$ cat config.mk
export PLATFORM = sky130hd
export DESIGN_NAME = dda_line_point_generator
export DESIGN_NICKNAME = d
export VERILOG_FILES = /design/src/sv/dda_pkg.sv /design/src/sv/dda_div.sv /design/src/sv/dda_line_point_generator.sv
export VERILOG_INCLUDE_DIRS = /design/src /design/src/sv
export SDC_FILE = /design/constraint.sdc
export NUM_CORES = 1
export LEC_CHECK = 0
export BUFFER_PORTS_ARGS = -buffer_cell sky130_fd_sc_hd__buf_4
export CELL_PAD_IN_SITES_DETAIL_PLACEMENT = 1
export CELL_PAD_IN_SITES_GLOBAL_PLACEMENT = 2
export CORE_ASPECT_RATIO = 0.9
export CORE_MARGIN = 10
export CORE_UTILIZATION = 39
export CTS_CLUSTER_SIZE = 8
export DETAILED_ROUTE_END_ITERATION = 12
export HOLD_SLACK_MARGIN = 0.1
export PLACE_DENSITY = 0.88
export SLEW_MARGIN = 40
export SYNTH_ARGS = -nofsm -noshare
export SYNTH_HDL_FRONTEND = slang
export SYNTH_SLANG_ARGS = --single-unit
$ cat constraint.sdc
create_clock -name clk -period 8.75 [get_ports clk]
set_clock_uncertainty 0.15 [all_clocks]
set_input_delay 1.75 -clock clk [delete_from_list [all_inputs] [get_ports clk]]
set_output_delay 1.75 -clock clk [all_outputs]
set_load 0.03 [all_outputs]
$ cat src/sv/assert_macros.svh
// assertion macros shared by the dda line point generator modules
`ifndef ASSERT_MACROS_SVH
`define ASSERT_MACROS_SVH

// property checked at every rising edge of clk, off while rst is high
`define ASSERT_CLK(label, prop, msg) \
  label: assert property (@(posedge clk) disable iff (rst) (prop)) else $error(msg);

// property checked at every rising edge of clk, reset included
`define ASSERT_ALWAYS(label, prop, msg) \
  label: assert property (@(posedge clk) (prop)) else $error(msg);

`endif

$ cat src/sv/dda_pkg.sv
// shared types and constants of the dda line point generator
`default_nettype none

package dda_pkg;

  localparam int COORD_BITS = 10;
  localparam int FRAC_BITS  = 16;

  // biased position: two guard bits, integer part, fraction
  localparam int POS_BITS  = COORD_BITS + FRAC_BITS + 2;
  // quotient of |d| * 2^FRAC_BITS / step, at most 1.0
  localparam int QUO_BITS  = FRAC_BITS + 1;
  // signed increment
  localparam int INC_BITS  = QUO_BITS + 1;
  // remaining point count, holds up to the largest step
  localparam int STEP_BITS = COORD_BITS + 1;
  // divider iteration count
  localparam int CNT_BITS  = $clog2(FRAC_BITS + 1);

  localparam logic [FRAC_BITS-1:0] HALF_FIX = {1'b1, {(FRAC_BITS-1){1'b0}}};

  // request codes
  localparam logic REQ_START = 1'b0;
  localparam logic REQ_NEXT  = 1'b1;

  typedef enum logic [1:0] {
    ST_IDLE,
    ST_DIV_X,
    ST_DIV_Y
  } state_t;

  typedef struct packed {
    logic                  req_type;
    logic [COORD_BITS-1:0] start_x;
    logic [COORD_BITS-1:0] start_y;
    logic [COORD_BITS-1:0] end_x;
    logic [COORD_BITS-1:0] end_y;
  } req_t;

  typedef struct packed {
    logic [COORD_BITS-1:0] point_x;
    logic [COORD_BITS-1:0] point_y;
    logic                  point_valid;
    logic                  last_point;
  } pt_t;

  typedef struct packed {
    logic busy;
    logic done;
  } div_stat_t;

endpackage

`default_nettype wire

$ cat src/sv/dda_div.sv
// restoring divider, one quotient bit per cycle, for the increment of one axis
`default_nettype none
`include "assert_macros.svh"

module dda_div (
  input  wire logic                           clk,
  input  wire logic                           rst,
  input  wire logic                           start,
  input  wire logic [dda_pkg::COORD_BITS-1:0] mag,
  input  wire logic [dda_pkg::COORD_BITS-1:0] dvs_in,
  output logic      [dda_pkg::QUO_BITS-1:0]   quo,
  output dda_pkg::div_stat_t                  stat
);

  logic [dda_pkg::COORD_BITS-1:0] rem;
  logic [dda_pkg::COORD_BITS-1:0] dvs;
  logic [dda_pkg::CNT_BITS-1:0]   cnt;
  logic [dda_pkg::COORD_BITS:0]   rem2;
  logic [dda_pkg::COORD_BITS:0]   diff;
  logic                           qbit;

  // shift remainder, trial subtract
  always_comb begin
    rem2 = {rem, 1'b0};
    diff = rem2 - {1'b0, dvs};
    qbit = (rem2 >= {1'b0, dvs});
  end

  always_ff @(posedge clk) begin
    if (rst) begin
      stat <= '0;
      cnt  <= '0;
    end else begin
      stat.done <= 1'b0;
      if (start) begin
        // integer bit: magnitude never exceeds the divisor
        dvs       <= dvs_in;
        cnt       <= dda_pkg::CNT_BITS'(dda_pkg::FRAC_BITS);
        stat.busy <= 1'b1;
        if (mag >= dvs_in) begin
          rem <= mag - dvs_in;
          quo <= dda_pkg::QUO_BITS'(1);
        end else begin
          rem <= mag;
          quo <= '0;
        end
      end else if (stat.busy) begin
        rem <= qbit ? diff[dda_pkg::COORD_BITS-1:0] : rem2[dda_pkg::COORD_BITS-1:0];
        quo <= {quo[dda_pkg::QUO_BITS-2:0], qbit};
        cnt <= cnt - 1'b1;
        if (cnt == dda_pkg::CNT_BITS'(1)) begin
          stat.busy <= 1'b0;
          stat.done <= 1'b1;
        end
      end
    end
  end

  `ASSERT_CLK(a_busy_cnt, stat.busy |-> (cnt != '0), "divider busy with zero count")
  `ASSERT_CLK(a_start_idle, start |-> !stat.busy, "divider started while busy")
  `ASSERT_CLK(a_done_after_busy, stat.done |-> $past(stat.busy), "divider done without work")

endmodule

`default_nettype wire

$ cat src/sv/dda_line_point_generator.sv
// top level of the dda line point generator: request sequencer and point datapath
`default_nettype none
`include "assert_macros.svh"

// DDA line rasterizer. A start request (req_type 0) carries two endpoints and
// immediately returns the first endpoint as a point; last_point is set when the
// endpoints are equal, since such a line has only that one point. For a real
// line the block then computes the x and y increments, |d| * 2^FRAC_BITS / step
// with the sign of d, where step is the larger of |dx| and |dy|. Both come from
// one shared restoring divider that yields one quotient bit per cycle, x first
// and then y, so after a start transaction req_stall stays high until both
// divides are done. For a next-point request (req_type 1) the increments are
// added to the positions and the rounded point is returned, with last_point
// on the final one. A next-point request with no line in progress returns a
// transaction with point_valid 0 and all other fields 0. A start request while
// a line is in progress drops that line. Results sit in an output register; a
// new request is taken as soon as the held result is taken or in the same
// cycle it leaves.

module dda_line_point_generator (
  input  wire logic          clk,
  input  wire logic          rst,
  input  wire logic          req_valid,
  output logic               req_stall,
  input  wire dda_pkg::req_t req_data,
  output logic               pt_valid,
  input  wire logic          pt_stall,
  output dda_pkg::pt_t       pt_data
);

  dda_pkg::state_t state, state_next;

  // positions carry a built-in +1/2 so rounding is a plain slice
  logic signed [dda_pkg::POS_BITS-1:0]   x_pos, y_pos;
  logic signed [dda_pkg::INC_BITS-1:0]   x_inc, y_inc;
  logic        [dda_pkg::STEP_BITS-1:0]  steps_remaining;
  logic                                  line_active;
  logic                                  x_neg, y_neg;
  logic        [dda_pkg::COORD_BITS-1:0] ady;

  logic                                  req_acc;
  logic                                  is_start;
  logic                                  x_neg_c, y_neg_c;
  logic        [dda_pkg::COORD_BITS-1:0] adx_c, ady_c, step_c;
  logic signed [dda_pkg::POS_BITS-1:0]   x_sum, y_sum;
  logic        [dda_pkg::INC_BITS-1:0]   quo_ext, quo_neg;
  dda_pkg::pt_t                          pt_c;

  logic                                  div_start;
  logic        [dda_pkg::COORD_BITS-1:0] div_mag, div_dvs;
  logic        [dda_pkg::QUO_BITS-1:0]   div_quo;
  dda_pkg::div_stat_t                    div_stat;

  dda_div u_div (
    .clk    (clk),
    .rst    (rst),
    .start  (div_start),
    .mag    (div_mag),
    .dvs_in (div_dvs),
    .quo    (div_quo),
    .stat   (div_stat)
  );

  // handshake: busy through the divide, or output register held
  assign req_stall = (state != dda_pkg::ST_IDLE) || (pt_valid && pt_stall);
  assign req_acc   = req_valid && !req_stall;
  assign is_start  = (req_data.req_type == dda_pkg::REQ_START);

  // endpoint deltas and step count
  always_comb begin
    x_neg_c = (req_data.end_x < req_data.start_x);
    y_neg_c = (req_data.end_y < req_data.start_y);
    adx_c   = x_neg_c ? (req_data.start_x - req_data.end_x)
                      : (req_data.end_x - req_data.start_x);
    ady_c   = y_neg_c ? (req_data.start_y - req_data.end_y)
                      : (req_data.end_y - req_data.start_y);
    step_c  = (adx_c > ady_c) ? adx_c : ady_c;
  end

  // one dda step
  always_comb begin
    x_sum = x_pos + {{(dda_pkg::POS_BITS-dda_pkg::INC_BITS){x_inc[dda_pkg::INC_BITS-1]}}, x_inc};
    y_sum = y_pos + {{(dda_pkg::POS_BITS-dda_pkg::INC_BITS){y_inc[dda_pkg::INC_BITS-1]}}, y_inc};
  end

  // quotient to signed increment
  always_comb begin
    quo_ext = {1'b0, div_quo};
    quo_neg = ~quo_ext + 1'b1;
  end

  // result of the accepted request
  always_comb begin
    pt_c = '0;
    if (is_start) begin
      pt_c.point_x     = req_data.start_x;
      pt_c.point_y     = req_data.start_y;
      pt_c.point_valid = 1'b1;
      pt_c.last_point  = (step_c == '0);
    end else if (line_active) begin
      pt_c.point_x     = x_sum[dda_pkg::FRAC_BITS +: dda_pkg::COORD_BITS];
      pt_c.point_y     = y_sum[dda_pkg::FRAC_BITS +: dda_pkg::COORD_BITS];
      pt_c.point_valid = 1'b1;
      pt_c.last_point  = (steps_remaining == dda_pkg::STEP_BITS'(1));
    end
  end

  // sequencer: idle, divide for x, divide for y
  always_comb begin
    state_next = state;
    div_start  = 1'b0;
    div_mag    = adx_c;
    div_dvs    = step_c;
    case (state)
      dda_pkg::ST_IDLE: begin
        if (req_acc && is_start && (step_c != '0)) begin
          div_start  = 1'b1;
          state_next = dda_pkg::ST_DIV_X;
        end
      end
      dda_pkg::ST_DIV_X: begin
        // step count still sits in steps_remaining, no requests are taken meanwhile
        div_mag = ady;
        div_dvs = steps_remaining[dda_pkg::COORD_BITS-1:0];
        if (div_stat.done) begin
          div_start  = 1'b1;
          state_next = dda_pkg::ST_DIV_Y;
        end
      end
      dda_pkg::ST_DIV_Y: begin
        div_mag = ady;
        div_dvs = steps_remaining[dda_pkg::COORD_BITS-1:0];
        if (div_stat.done) begin
          state_next = dda_pkg::ST_IDLE;
        end
      end
      default: begin
        state_next = dda_pkg::ST_IDLE;
      end
    endcase
  end

  always_ff @(posedge clk) begin
    if (rst) begin
      state <= dda_pkg::ST_IDLE;
    end else begin
      state <= state_next;
    end
  end

  // line state
  always_ff @(posedge clk) begin
    if (rst) begin
      line_active     <= 1'b0;
      steps_remaining <= '0;
      x_pos           <= '0;
      y_pos           <= '0;
      x_inc           <= '0;
      y_inc           <= '0;
    end else begin
      if (req_acc && is_start) begin
        x_pos           <= {2'b00, req_data.start_x, dda_pkg::HALF_FIX};
        y_pos           <= {2'b00, req_data.start_y, dda_pkg::HALF_FIX};
        x_neg           <= x_neg_c;
        y_neg           <= y_neg_c;
        ady             <= ady_c;
        x_inc           <= '0;
        y_inc           <= '0;
        steps_remaining <= {1'b0, step_c};
        line_active     <= (step_c != '0);
      end else if (req_acc && line_active) begin
        x_pos           <= x_sum;
        y_pos           <= y_sum;
        steps_remaining <= steps_remaining - 1'b1;
        line_active     <= (steps_remaining != dda_pkg::STEP_BITS'(1));
      end
      if (div_stat.done && (state == dda_pkg::ST_DIV_X)) begin
        x_inc <= x_neg ? quo_neg : quo_ext;
      end
      if (div_stat.done && (state == dda_pkg::ST_DIV_Y)) begin
        y_inc <= y_neg ? quo_neg : quo_ext;
      end
    end
  end

  // output register, one transaction per accepted request
  always_ff @(posedge clk) begin
    if (rst) begin
      pt_valid <= 1'b0;
    end else if (req_acc) begin
      pt_valid <= 1'b1;
    end else if (!pt_stall) begin
      pt_valid <= 1'b0;
    end
  end

  always_ff @(posedge clk) begin
    if (req_acc) begin
      pt_data <= pt_c;
    end
  end

  `ASSERT_CLK(a_active_steps, line_active |-> (steps_remaining != '0),
              "line active with no steps left")
  `ASSERT_CLK(a_done_in_div, div_stat.done |->
              ((state == dda_pkg::ST_DIV_X) || (state == dda_pkg::ST_DIV_Y)),
              "divider result outside a divide state")
  `ASSERT_CLK(a_start_divides, (req_acc && is_start && (step_c != '0)) |=>
              ((state == dda_pkg::ST_DIV_X) && line_active),
              "start of a line did not begin the divide")

endmodule

`default_nettype wire

==> results of run 1 <==
layer usage:
| metal | GRT usage | part of all wire | vias to the layer above |
|---|---|---|---|
| met4 | 0.0511 | 0.018 | 2 |
| met1 | 0.264 | 0.49 | 5789 |
| met3 | 0.0401 | 0.042 | 46 |
| li1 | - | - | 5784 |
| met2 | 0.315 | 0.45 | 195 |
| met5 | 0 | 0.00031 | - |
worst register-to-register path, delay by kind of cell (launching register included):
family | cells | cell delay (ns)
compound gates | 7 | 1.53
fa+ha+maj | 3 | 0.91
buf+inv | 3 | 0.46
mux | 2 | 0.45
flops | 1 | 0.36
simple gates | 3 | 0.26
power breakdown:
| part | switching (mW) | total [mW] | internal [mW] | leakage, nW |
|---|---|---|---|---|
| Combinational | 0.699 | 1.17 | 0.469 | 4.66 |
| Sequential | 0.0359 | 0.989 | 0.953 | 1.56 |
| Clock | 0.364 | 0.756 | 0.392 | 0.256 |
per-stage QoR:
stage / cells / hold slack (ns) / area (um^2) / power [mW]
2_1_floorplan: 1604 / 0.286 / 13500 / 1.82
3_3_place_gp: 2089 / 0.294 / 14400 / 2.11
3_5_place_dp: 2089 / 0.304 / 14500 / 2.15
4_1_cts: 2121 / 0.311 / 15000 / 2.91
5_1_grt: 2121 / 0.342 / 15000 / 3.09
6_report: 2121 / 0.311 / 15000 / 2.91
path summary, 6_finish.rpt:
kind	from	end	slack, ns	depth (start not counted)
setup / recovery	req_data[6]	u_div.rem[0]$_DFFE_PP_	0.58	33
hold / removal	y_pos[14]$_SDFFE_PP0P_	y_pos[14]$_SDFFE_PP0P_	0.31	2
setup reg to reg	state[0]$_SDFFE_PP0P_	u_div.rem[0]$_DFFE_PP_	4.49	18
hold reg to reg	y_pos[14]$_SDFFE_PP0P_	y_pos[14]$_SDFFE_PP0P_	0.31	2
final cells by class:
cell class | instances | area share
inverter | 129 | 0.0323
sequential | 181 | 0.289
timing repair buffer | 93 | 0.0468
tap | 462 | 0.0385
multi-input combinational | 1224 | 0.558
clock buffer | 20 | 0.0291
clock inverter | 12 | 0.00700
layout by cell type, fill, tap and decap left out, types with 18 or more instances in the layout:
master	synthesis	routed
nor2_1	175	173
nand2_1	149	145
inv_1	129	129
ha_1	127	127
a21oi_1	120	120
dfxtp_1	110	110
buf_4	2	92
o21ai_0	76	74
xnor2_1	72	72
edfxtp_1	71	71
mux2i_1	53	53
a31oi_1	46	46
nand3_1	31	31
xor2_1	30	30
a21o_1	29	29
o22ai_1	27	27
nor3_1	23	23
nor2b_1	22	22
a211oi_1	19	19
o21a_1	18	18
what timing repair did:
action / CTS / global route
gates resized for setup: 0 / 3
hold endpoints to repair: 0 / 0
setup endpoints to repair: 0 / 11
kinds of logic (layout without fill, tap and decap cells):
logic type,count (synthesis),in the layout,share of synthesized area
and+or+nand+nor,490,490,0.166
AOI/OAI and AO/OA,429,429,0.205
buffers and inverters,199,254,0.0577
DFF,181,181,0.322
adders and majority gates,135,135,0.130
xor gates and xnor gates,102,102,0.0664
muxes,68,68,0.0520
sequential cells by signal, summed over array words and instances, names as in the netlist:
register         cells
u_div.quo           17
state                2
line_active          1
y_pos               26
u_div.dvs           10
x_pos               26
steps_remaining     11
y_neg                1
u_div.cnt            5
ady                 10
pt_valid             1
pt_data             22
y_inc               18
x_neg                1
x_inc               18
u_div.stat           2
u_div.rem           10
==> results.sh, run 1 <==
export IMPL_hold_path_class="flip-flop to flip-flop"
export IMPL_synth_edf_count=71
export IMPL_numCtsBuffers=17
export IMPL_top_level_ports=69
export IMPL_drv_slew=0
export IMPL_status="finished, final reports clean"
export IMPL_final_util=0.441
export IMPL_htreeDepth=4
export IMPL_cp_start_kind="input port"
export IMPL_core_um2=34000
export IMPL_syn_inst=1604
export IMPL_overflow=0
export IMPL_die_h_um=196
export IMPL_syn_area_per_cell_um2=8.39
export IMPL_synth_most_common_cell="nor2_1"
export IMPL_hpwl_um=31100
export IMPL_p_leak_nw=6.47
export IMPL_drv_cap=0
export IMPL_path_class="input port to flip-flop"
export IMPL_numClockSinks=181
export IMPL_clkLatencyLatePin_ns=0.46
export IMPL_fmax_ghz=0.122
export IMPL_grt_util_all_layers=0.197
export IMPL_ys_ff_latch=181
export IMPL_irDropWorstVdd_v=0.000149
export IMPL_worst_slack_ns=0.582
export IMPL_hold_violations=0
export IMPL_drt_iter0_drc=687
export IMPL_yosys_area_top_type="dfxtp_1"
export IMPL_grt_max_degree=71
export IMPL_dr_total_vias=11800
export IMPL_wl_per_cell_um=19.7
export IMPL_fp_dieW_um=216
export IMPL_worstSetupEndpointType="flip-flop"
export IMPL_setup_tns_ns=0
export IMPL_crit_path_top_delay_cell="ha_1"
export IMPL_critical_path_top_delay_family="compound AO/OA/AOI/OAI gates"
export IMPL_num_fill_cells=4086
export IMPL_cts_buffer_depth=2
export IMPL_drt_pass1_iterations=4
export IMPL_synth_nets=1784
export IMPL_post_cts_buffers=0
export IMPL_post_place_ws_ns=0.107
export IMPL_start_util=0.395
export IMPL_rows=64
export IMPL_nets=1826
export IMPL_yosys_warnings=0
export IMPL_required_ns=8.90
export IMPL_min_period_ns=8.17
export IMPL_ys_seq_area_frac=0.322
export IMPL_grt_pass1_wl_um=67400
export IMPL_max_stage_delay_ns=0.43
export IMPL_multi_input_area_um2=8370
export IMPL_netlist_top_cells_count="nor2_1 (175), nand2_1 (149), inv_1 (129), ha_1 (127), a21oi_1 (120)"
export IMPL_register_area_um2=4330
export IMPL_min_period_over_period=0.933
export IMPL_worst_pin_slew_ns=0.725
export IMPL_synth_area_leaders="dfxtp_1 (16%), edfxtp_1 (16%), ha_1 (12%)"
export IMPL_finalSetupViolations=0
export IMPL_ctsHoldBuffers=0
export IMPL_power_density_nw_per_um2=194
export IMPL_cts_root_buffer="clkbuf_16"
export IMPL_grt_antenna_before_repair=1
export IMPL_antennaDiodeCount=0
export IMPL_drive_gt1_frac=0.0989
export IMPL_die_area_um2=42300
export IMPL_max_slew_margin=0.516
export IMPL_netlist_area_leader_share=0.164
export IMPL_totalWireLength_um=41900
export IMPL_arrival_ns=8.31
export IMPL_async_flop_share=0
export IMPL_routed_via_density=5.57
export IMPL_clkTransAtPathRegs_ns=0.07
export IMPL_crit_buf_inv=6
export IMPL_dominantRegCellSynth="dfxtp_1"
export IMPL_drc_errors=0
export IMPL_gp_congestion=0.960
export IMPL_area_delta_synth_final_pct=11.6
export IMPL_netlist_area_um2=13500
export IMPL_path_max_fanout=11
export IMPL_ant_nets=0
export IMPL_port_buffers=68
export IMPL_rsz0062_at_grt="no"
export IMPL_synth_distinct_cells=75
export IMPL_cts_tree="yes"
export IMPL_grt_pass1_vias=12100
export IMPL_cpMostUsedCell="a21oi_1"
Note: power is estimated with default switching activity, not from simulation.
==> inputs of run 2 (changes only) <==
--- a/config.mk
+++ b/config.mk
@@ -6,16 +6,18 @@
 export SDC_FILE = /design/constraint.sdc
 export NUM_CORES = 1
 export LEC_CHECK = 0
+export ABC_AREA = 1
 export BUFFER_PORTS_ARGS = -buffer_cell sky130_fd_sc_hd__buf_4
+export CAP_MARGIN = 20
 export CELL_PAD_IN_SITES_DETAIL_PLACEMENT = 1
 export CELL_PAD_IN_SITES_GLOBAL_PLACEMENT = 2
 export CORE_ASPECT_RATIO = 0.9
 export CORE_MARGIN = 10
-export CORE_UTILIZATION = 39
+export CORE_UTILIZATION = 36
 export CTS_CLUSTER_SIZE = 8
 export DETAILED_ROUTE_END_ITERATION = 12
 export HOLD_SLACK_MARGIN = 0.1
-export PLACE_DENSITY = 0.88
+export PLACE_DENSITY = 0.87
 export SLEW_MARGIN = 40
 export SYNTH_ARGS = -nofsm -noshare
 export SYNTH_HDL_FRONTEND = slang
==> run 2 against run 1 <==
  * Cell area up 6.0%
  * Synthesized cell count grew 29%
  * Sequential cell count unchanged
  * Count of clock-buffer cells in the layout down 1
  * Global-route usage up 0.22 points
  * Critical endpoint is now u_div.rem[8]$_DFFE_PP_
  * Largest cell class unchanged
  * Largest power group unchanged
==> results.sh, run 2 <==
export IMPL_p_leak_nw=7.65
export IMPL_ctsHoldBuffers=0
export IMPL_rr_startpoint="state[1]$_SDFFE_PP0P_"
export IMPL_fp_dieW_um=230
export IMPL_grt_pass1_wl_um=77600
export IMPL_power_density_nw_per_um2=181
export IMPL_path_class="input port to flip-flop"
export IMPL_totalWireLength_um=47900
export IMPL_reg_top3="x_pos: 26 flops, y_pos: 26 flops, pt_data: 22 flops"
export IMPL_cts_tree="yes"
export IMPL_drive_gt1_frac=0.0749
export IMPL_hpwl_um=38600
export IMPL_dr_total_vias=13700
export IMPL_post_cts_buffers=0
export IMPL_min_from="x_inc[13]$_SDFFE_PP0P_"
export IMPL_cpMostUsedCell="inv_1"
export IMPL_dominantRegCellSynth="dfxtp_1"
export IMPL_placed_area_um2=15300
export IMPL_cts_resized=0
export IMPL_grt_pass1_vias=14400
export IMPL_syn_inst=2065
export IMPL_synth_area_leaders="dfxtp_1 (15%), edfxtp_1 (15%), nand2_1 (15%)"
export IMPL_gp_congestion=0.902
export IMPL_status="finished, final reports clean"
export IMPL_hold_path_class="flip-flop to flip-flop"
export IMPL_critPathLaunch="req_data[10]"
export IMPL_setup_tns_ns=0
export IMPL_yosys_area_top_type="dfxtp_1"
export IMPL_numClockSinks=181
export IMPL_die_h_um=209
export IMPL_rows=69
export IMPL_grt_max_degree=68
export IMPL_nets=2289
export IMPL_drv_slew=0
export IMPL_final_cell_mix="nand2_1 (556), inv_1 (303), a21oi_1 (158)"
export IMPL_finalSetupViolations=0
export IMPL_ys_ff_latch=181
export IMPL_crit_path_top_delay_cell="fa_1"
export IMPL_arrival_ns=7.54
export IMPL_min_period_over_period=0.857
export IMPL_drc_errors=0
export IMPL_max_stage_delay_ns=0.46
export IMPL_min_period_ns=7.50
export IMPL_htreeDepth=4
export IMPL_die_area_um2=48100
export IMPL_register_area_um2=4330
export IMPL_final_common_cell="nand2_1"
export IMPL_worstSetupEndpointType="flip-flop"
export IMPL_synth_distinct_cells=58
export IMPL_routed_via_density=5.16
export IMPL_antennaDiodeCount=0
export IMPL_multi_input_area_um2=8580
export IMPL_rsz0062_at_grt="no"
export IMPL_max_slew_margin=0.465
export IMPL_ys_seq_area_frac=0.303
export IMPL_netlist_area_um2=14300
export IMPL_yosys_warnings=0
export IMPL_netlist_area_leader_share=0.154
export IMPL_grt_antenna_before_repair=0
export IMPL_overflow=0
export IMPL_required_ns=8.79
export IMPL_syn_area_per_cell_um2=6.93
export IMPL_area_delta_synth_final_pct=11.2
export IMPL_port_buffers=68
export IMPL_wl_per_cell_um=18.0
export IMPL_clkTransAtPathRegs_ns=0.07
export IMPL_grt_util_all_layers=0.199
export IMPL_drt_iter0_drc=828
export IMPL_synth_most_common_cell="nand2_1"
export IMPL_design_area_um2=15900
export IMPL_cts_root_buffer="clkbuf_16"
export IMPL_async_flop_share=0
export IMPL_clkLatencyLatePin_ns=0.45
export IMPL_drt_pass1_iterations=5
export IMPL_path_max_fanout=11
export IMPL_netlist_top_cells_count="nand2_1 (556), inv_1 (304), a21oi_1 (158), o21ai_0 (129), ha_1 (127)"
export IMPL_core_um2=39400
export IMPL_fmax_ghz=0.133
export IMPL_p_total_mw=2.89
export IMPL_drv_cap=0
export IMPL_num_fill_cells=5131
export IMPL_irDropWorstVdd_v=0.000155
export IMPL_cts_buffer_depth=2
export IMPL_top_level_ports=69
export IMPL_start_util=0.364
export IMPL_numCtsBuffers=17
export IMPL_cp_start_kind="input port"
export IMPL_ant_nets=0
export IMPL_worst_pin_slew_ns=0.802
export IMPL_synth_nets=2245
export IMPL_hold_violations=0
export IMPL_synth_edf_count=71
[run 2: cell count changes after synthesis, sizes merged, moves of 46 or more]
cell   delta
nand3    +96
mux2i    -50
inv     +177
xnor2    -46
nand2   +413
o21ai    +52
nor2     -52
[run 2: path summary, 6_finish.rpt]
check | to | slack (ns) | cells after the start
hold / removal | x_inc[13]$_SDFFE_PP0P_ | 0.32 | 2
setup / recovery | u_div.rem[8]$_DFFE_PP_ | 1.25 | 29
hold reg to reg | x_inc[13]$_SDFFE_PP0P_ | 0.32 | 2
setup reg to reg | u_div.rem[8]$_DFFE_PP_ | 4.27 | 14
[run 2: area by class of cell]
type | count | share of cell area
Timing Repair Buffer | 79 | 0.0380
Clock inverter | 13 | 0.00771
Clock buffer | 19 | 0.0272
Tap cell | 532 | 0.0418
Multi-Input combinational cell | 1519 | 0.539
Inverter | 311 | 0.0734
Sequential cell | 181 | 0.272
[run 2: logic make-up (layout without fill, tap and decap cells)]
family	after synthesis	after routing	share of synthesized area
xor gates and xnor gates	72	72	0.0441
and+or+nand+nor	889	889	0.260
AOI/OAI and AO/OA	416	416	0.167
DFF	181	181	0.303
buffers and inverters	365	422	0.0985
muxes	7	7	0.00524
adders and majority gates	135	135	0.122
[run 2: stage by stage]
step           worst slack, ns  std cells  utilization  hold WS (ns)
5_1_grt                  0.709       2654        0.404         0.346
2_1_floorplan             2.49       2065            -         0.295
4_1_cts                   1.09       2654        0.404         0.325
3_3_place_gp             0.961       2619        0.389         0.302
3_5_place_dp             0.575       2622        0.390         0.314
6_report                  1.25       2654        0.404         0.322
[run 2: layer usage]
metal,GRT usage,wire length (um),vias to the layer above
met5,0,0,-
met4,0.0542,878,0
met3,0.0242,1100,35
met2,0.336,22500,172
met1,0.262,23400,6612
li1,-,-,6885
[run 2: power breakdown]
| part | total [mW] | leakage [nW] | internal (mW) | switching (mW) |
|---|---|---|---|---|
| registers | 0.986 | 1.56 | 0.950 | 0.0351 |
| clock network | 0.769 | 0.270 | 0.397 | 0.371 |
| logic | 1.13 | 5.82 | 0.385 | 0.748 |
| total | 2.89 | 7.65 | 1.73 | 1.15 |
[run 2: critical path: cells and delay by family]
family | cells | cell delay [ns]
AND/OR/NAND/NOR | 12 | 2.07
AO/OA/AOI/OAI | 5 | 1.26
adder cells (fa/ha/maj) | 4 | 1.24
buffers and inverters | 8 | 1.20
